`config.mk`:
```
export PLATFORM = sky130hd
export DESIGN_NAME = sdc_div
export DESIGN_NICKNAME = d
export VERILOG_FILES = /design/src/steering_speed_differential_controller_macros.svh /design/src/sdc_div.sv
export SDC_FILE = /design/constraint.sdc
export NUM_CORES = 2
export LEC_CHECK = 0
export BUFFER_PORTS_ARGS = -buffer_cell sky130_fd_sc_hd__buf_4
export CORE_UTILIZATION = 28
export CTS_BUF_LIST = sky130_fd_sc_hd__clkbuf_16
export DETAILED_ROUTE_END_ITERATION = 12
export GPL_ROUTABILITY_DRIVEN = 0
export PLACE_DENSITY = 0.44
export SLEW_MARGIN = 30
export SYNTH_ARGS = -nofsm -noshare
export SYNTH_HDL_FRONTEND = slang
export SYNTH_SLANG_ARGS = --single-unit
export TNS_END_PERCENT = 100
```
`constraint.sdc`:
```
create_clock -name clk -period 3 [get_ports clk]
set_clock_uncertainty 0.15 [all_clocks]
set_input_delay 0 -clock clk [delete_from_list [all_inputs] [get_ports clk]]
set_output_delay 0 -clock clk [all_outputs]
set_load 0.03 [all_outputs]
```
`src/steering_speed_differential_controller_macros.svh`:
```
// Assertion shorthands for the steering and differential controller.
`ifndef STEERING_SPEED_DIFFERENTIAL_CONTROLLER_MACROS_SVH
`define STEERING_SPEED_DIFFERENTIAL_CONTROLLER_MACROS_SVH

// Same-cycle implication, checked outside reset.
`define SDC_ASSERT_NOW(lbl, ant, cons, msg) \
	lbl: assert property (@(posedge clk) disable iff (!arst_n) (ant) |-> (cons)) \
		else $error(msg);

// Implication after a fixed number of cycles.
`define SDC_ASSERT_DELAY(lbl, ant, dly, cons, msg) \
	lbl: assert property (@(posedge clk) disable iff (!arst_n) (ant) |-> ##dly (cons)) \
		else $error(msg);

`endif

```
`src/sdc_div.sv`:
```
// Restoring divider, one quotient bit per stage. Caller guarantees num >> Q_W < den.
module sdc_div #(
	parameter int NUM_W = 24,
	parameter int DEN_W = 16,
	parameter int Q_W   = 24,
	parameter int PAY_W = 1
) (
	input  logic             clk,
	input  logic             arst_n,
	input  logic             in_valid,
	input  logic [NUM_W-1:0] in_num,
	input  logic [DEN_W-1:0] in_den,
	input  logic [PAY_W-1:0] in_pay,
	output logic             out_valid,
	output logic [Q_W-1:0]   out_quot,
	output logic [PAY_W-1:0] out_pay
);

	logic             vld_s [Q_W];
	logic [NUM_W-1:0] num_s [Q_W];
	logic [DEN_W-1:0] den_s [Q_W];
	logic [DEN_W-1:0] rem_s [Q_W];
	logic [Q_W-1:0]   quo_s [Q_W];
	logic [PAY_W-1:0] pay_s [Q_W];

	for (genvar k = 0; k < Q_W; k++) begin : g_stage
		logic             vld_i;
		logic [NUM_W-1:0] num_i;
		logic [DEN_W-1:0] den_i;
		logic [DEN_W-1:0] rem_i;
		logic [Q_W-1:0]   quo_i;
		logic [PAY_W-1:0] pay_i;
		logic [DEN_W:0]   trial;
		logic             take;

		if (k == 0) begin : g_first
			assign vld_i = in_valid;
			assign num_i = in_num;
			assign den_i = in_den;
			assign rem_i = DEN_W'(in_num >> Q_W);
			assign quo_i = '0;
			assign pay_i = in_pay;
		end else begin : g_next
			assign vld_i = vld_s[k-1];
			assign num_i = num_s[k-1];
			assign den_i = den_s[k-1];
			assign rem_i = rem_s[k-1];
			assign quo_i = quo_s[k-1];
			assign pay_i = pay_s[k-1];
		end

		assign trial = {rem_i, num_i[Q_W-1-k]};
		assign take  = trial >= {1'b0, den_i};

		always_ff @(posedge clk or negedge arst_n) begin
			if (!arst_n) begin
				vld_s[k] <= 1'b0;
			end else begin
				vld_s[k] <= vld_i;
			end
		end

		always_ff @(posedge clk) begin
			num_s[k] <= num_i;
			den_s[k] <= den_i;
			rem_s[k] <= take ? DEN_W'(trial - {1'b0, den_i}) : trial[DEN_W-1:0];
			quo_s[k] <= {quo_i[Q_W-2:0], take};
			pay_s[k] <= pay_i;
		end
	end

	assign out_valid = vld_s[Q_W-1];
	assign out_quot  = quo_s[Q_W-1];
	assign out_pay   = pay_s[Q_W-1];

endmodule

```
==> implementation parameters <==
Parameter                              Value

Global route
  Via count of the first global-routing pass    31,942
  GRT Resource Usage Total    0.122
  Total global routing overflow    0
  Maximum number of pins on one net before global-route repair    29
  Antenna violations before repair    5
  Global-route wire length before repair    172,000 um

Floorplanning
  I/O Pins    70
  Core Box Area    174,000 um2
  Area enclosed by the die boundary    177,000 um2
  Chip height    421 um
  Number of placement rows    153
  Initial core utilization    0.282
  Die width    421 um

Clock network
  CTS tree    done
  Cts bufs inserted    153
  Clock input transition at the sequential cells of the worst setup and hold paths    0.06 ns
  Cell chosen for the clock root    sky130_fd_sc_hd__clkbuf_16
  Clk_lat worst skew    0.81 ns
  TritonCTS Sinks    1,360
  Maximum buffer depth of the clock tree    3
  Maximum level of the CTS H-tree    4

Placed design
  HPWL after detailed placement    79,600 um
  Total placed instance area    54,000 um2
  Post-Place Cells    7,126
  Post-placement setup slack    -0.146 ns
  Number of input and output port buffers inserted    69

Layout
  Area used by multi-input combinational logic    20,100 um2
  Number of nets in the layout    5,494
  Utilization after layout    0.347
  Number of fill cells    17,353
  Layout cell share with drive strength beyond 1    0.150
  Design Area, Final    60,500 um2
  Layout overhead on the synthesized area    23.1%
  Register cell area after layout    27,400 um2
  Number of cells in the finished layout apart from fillers    7,511

Synthesis
  Number of nets in the synthesized netlist    5,030
  Cell type with the largest total area after synthesis    sky130_fd_sc_hd__dfxtp_1
  Number of distinct library cells after synthesis    80
  Cell area after technology mapping    49,100 um2
  Most used standard cell by instance count after synthesis    sky130_fd_sc_hd__dfxtp_1
  Post-Syn Area per Cell    10.7 um2
  Post-synth top flop    sky130_fd_sc_hd__dfxtp_1
  Syn. warnings    0
  Yosys reg bits    1,360
  Share of the yosys chip area belonging to registers    0.557
  Top cells by area in the synthesized netlist    sky130_fd_sc_hd__dfxtp_1 54%, sky130_fd_sc_hd__ha_1 9.4%, sky130_fd_sc_hd__inv_1 3.6%
  Number of standard cells after synthesis    4,594
  Post-synth EDFFs    0
  Share of flip-flops with an asynchronous set or reset after synthesis    0.0176
  Fraction of synthesized cell area taken by the top area cell type    0.544
  Most instantiated cells after synthesis    1,336 x sky130_fd_sc_hd__dfxtp_1, 474 x sky130_fd_sc_hd__inv_1, 370 x sky130_fd_sc_hd__ha_1

Critical path
  Ordered list of cells on the worst path    inv_1 -> ha_1 -> o21ai_0 -> a21oi_1 -> o31ai_2 -> a21oi_2 -> a41o_1 -> a41oi_2 -> nor2b_4 -> buf_6 -> mux2_2
  Endpoint class of the critical path    flip-flop
  Worst stage delay on the critical path    0.37 ns
  Startpoint class of the critical path    flip-flop
  Arrival time at the worst endpoint    3.48 ns
  CP max FO    8
  Cell type group with the largest total delay on the critical path    compound AO/OA/AOI/OAI gates
  Worst Path Class, Setup    reg -> reg
  Critical path buffer and inverter count    2
  Slowest cell on the critical path    sky130_fd_sc_hd__dfxtp_2
  Endpoint required time on the critical path    3.53 ns

STA
  Fmax    340 MHz
  Setup total negative slack    0 ns
  Final Slew Violations    0
  Smallest setup slack after layout    0.0562 ns
  Post-Route Hold Slack    0.0772 ns
  Final setup violating endpoints    0
  Final Hold Vio Count    0
  Headroom to the max-slew limit    0.607
  Worst Tran Pin Value    0.584 ns
  Period minus WS final    2.94 ns
  Ratio of final minimum period to clock period    0.981

Hold path
  Class of the most critical hold timing path    in -> reg

Pwr
  Internal power    40.3 mW
  Switching power total    18.2 mW
  Switching share of power    0.311
  Overall power consumption    58.4 mW
  Proportion of power drawn by combinational gates    0.301
  Relative contribution of the clock network to total power    0.316
  Power density over the cells    966 nW/um2
  Max rail drop VDD    0.579 mV
  Leakage power of the design    27.2 nW
  Fraction of power consumed by sequential logic    0.383

Routing
  Vias/cell    4.27
  Count of routing violations after the opening detailed-route iteration    1,497
  Post-route ant nets    0
  Average wire per standard cell    14.2 um
  Total wirelength of the detailed-routed design    107,000 um
  Overall via count from detail_route    32,082
  Number of remaining DRC errors    0
  First-pass iteration count of the detailed router    5

Run status
  Result of the run    completed

Job
  Max-Cap Viols    0
[area by class of cell]
cell class              count  area share
multi-input cells        2701       0.333
clock buffers             153      0.0633
inverters                 474      0.0294
clock inverters           128      0.0210
repair buffers            368      0.0527
flip-flops and latches   1360       0.453
diodes                      2   0.0000828
well taps                2325      0.0481
[power groups by stage]
stage / clock (mW) / combinational (mW) / sequential (mW)
floorplan: 0 / 12.4 / 22.3
global placement: 0 / 16.9 / 22.9
detailed placement: 0 / 17.0 / 22.8
CTS: 19.2 / 17.2 / 22.5
global route: 20.1 / 19.7 / 22.7
finish: 18.4 / 17.6 / 22.4
[cell usage in the layout (no fill, tap or decap), drive strengths merged, types with 57 or more instances in the layout]
| master | instances |
|---|---|
| o21a | 57 |
| ha | 370 |
| nor2b | 73 |
| nor2 | 285 |
| a21oi | 269 |
| inv | 513 |
| xor2 | 105 |
| nand3 | 66 |
| clkbuf | 154 |
| buf | 281 |
| o21ai | 245 |
| nor3 | 89 |
| dfxtp | 1336 |
| clkinv | 68 |
| dlygate4sd3 | 86 |
| a21o | 69 |
| mux2 | 163 |
| xnor2 | 124 |
| nand2 | 223 |
[logic make-up (layout without fill, tap and decap cells)]
family                   count (synthesis)  in the layout  share of synthesized area
XOR/XNOR                               229            229                     0.0408
multiplexers                           191            191                     0.0436
AO/OA/AOI/OAI                          918            918                      0.119
adder cells (fa/ha/maj)                392            392                      0.103
flip-flops                            1360           1360                      0.557
other                                    0              2                          0
buffers and inverters                  533           1123                     0.0416
AND/OR/NAND/NOR                        971            971                     0.0955
[registers in the layout, indices dropped and copies added, names as in the netlist]
signal,flops
out_valid,1
rem_s,368
g_stage.vld_i,23
den_s,368
quo_s,300
num_s,276
pay_s,24
[tightest hold or removal path: cells and delay by family]
family	cells	cell delay (ns)
compound gates	1	0.19
simple gates	1	0.09
buf+inv	3	0.68
[layer usage]
layer,vias up,part of all wire,GRT usage
met1,14704,0.51,0.168
li1,16734,-,-
met5,-,0,0
met2,434,0.43,0.185
met4,0,0.030,0.0470
met3,210,0.037,0.0249
[timing repair]
action	4_1_cts	5_1_grt
hold buffers	86	1
setup buffers	0	11
pin swaps	0	24
endpoints found under the setup margin	33	229
gates resized for setup	9	110
gates cloned	0	4
hold endpoints to repair	82	24
[worst paths after layout]
kind | startpoint | end | slack [ns] | cells after the start
hold reg to reg | quo_s[10][0] | quo_s[11][1] | 0.16 | 0
max in group asynchronous | arst_n | g_stage[11].vld_i | 2.18 | 4
hold / removal | in_den[1] | quo_s[0][0] | 0.08 | 5
setup / recovery | den_s[1][18] | rem_s[1][34] | 0.06 | 11
min in group asynchronous | arst_n | g_stage[1].vld_i | 0.18 | 4
setup reg to reg | den_s[1][18] | rem_s[1][34] | 0.06 | 11
Power figures use the tool's default switching activity.
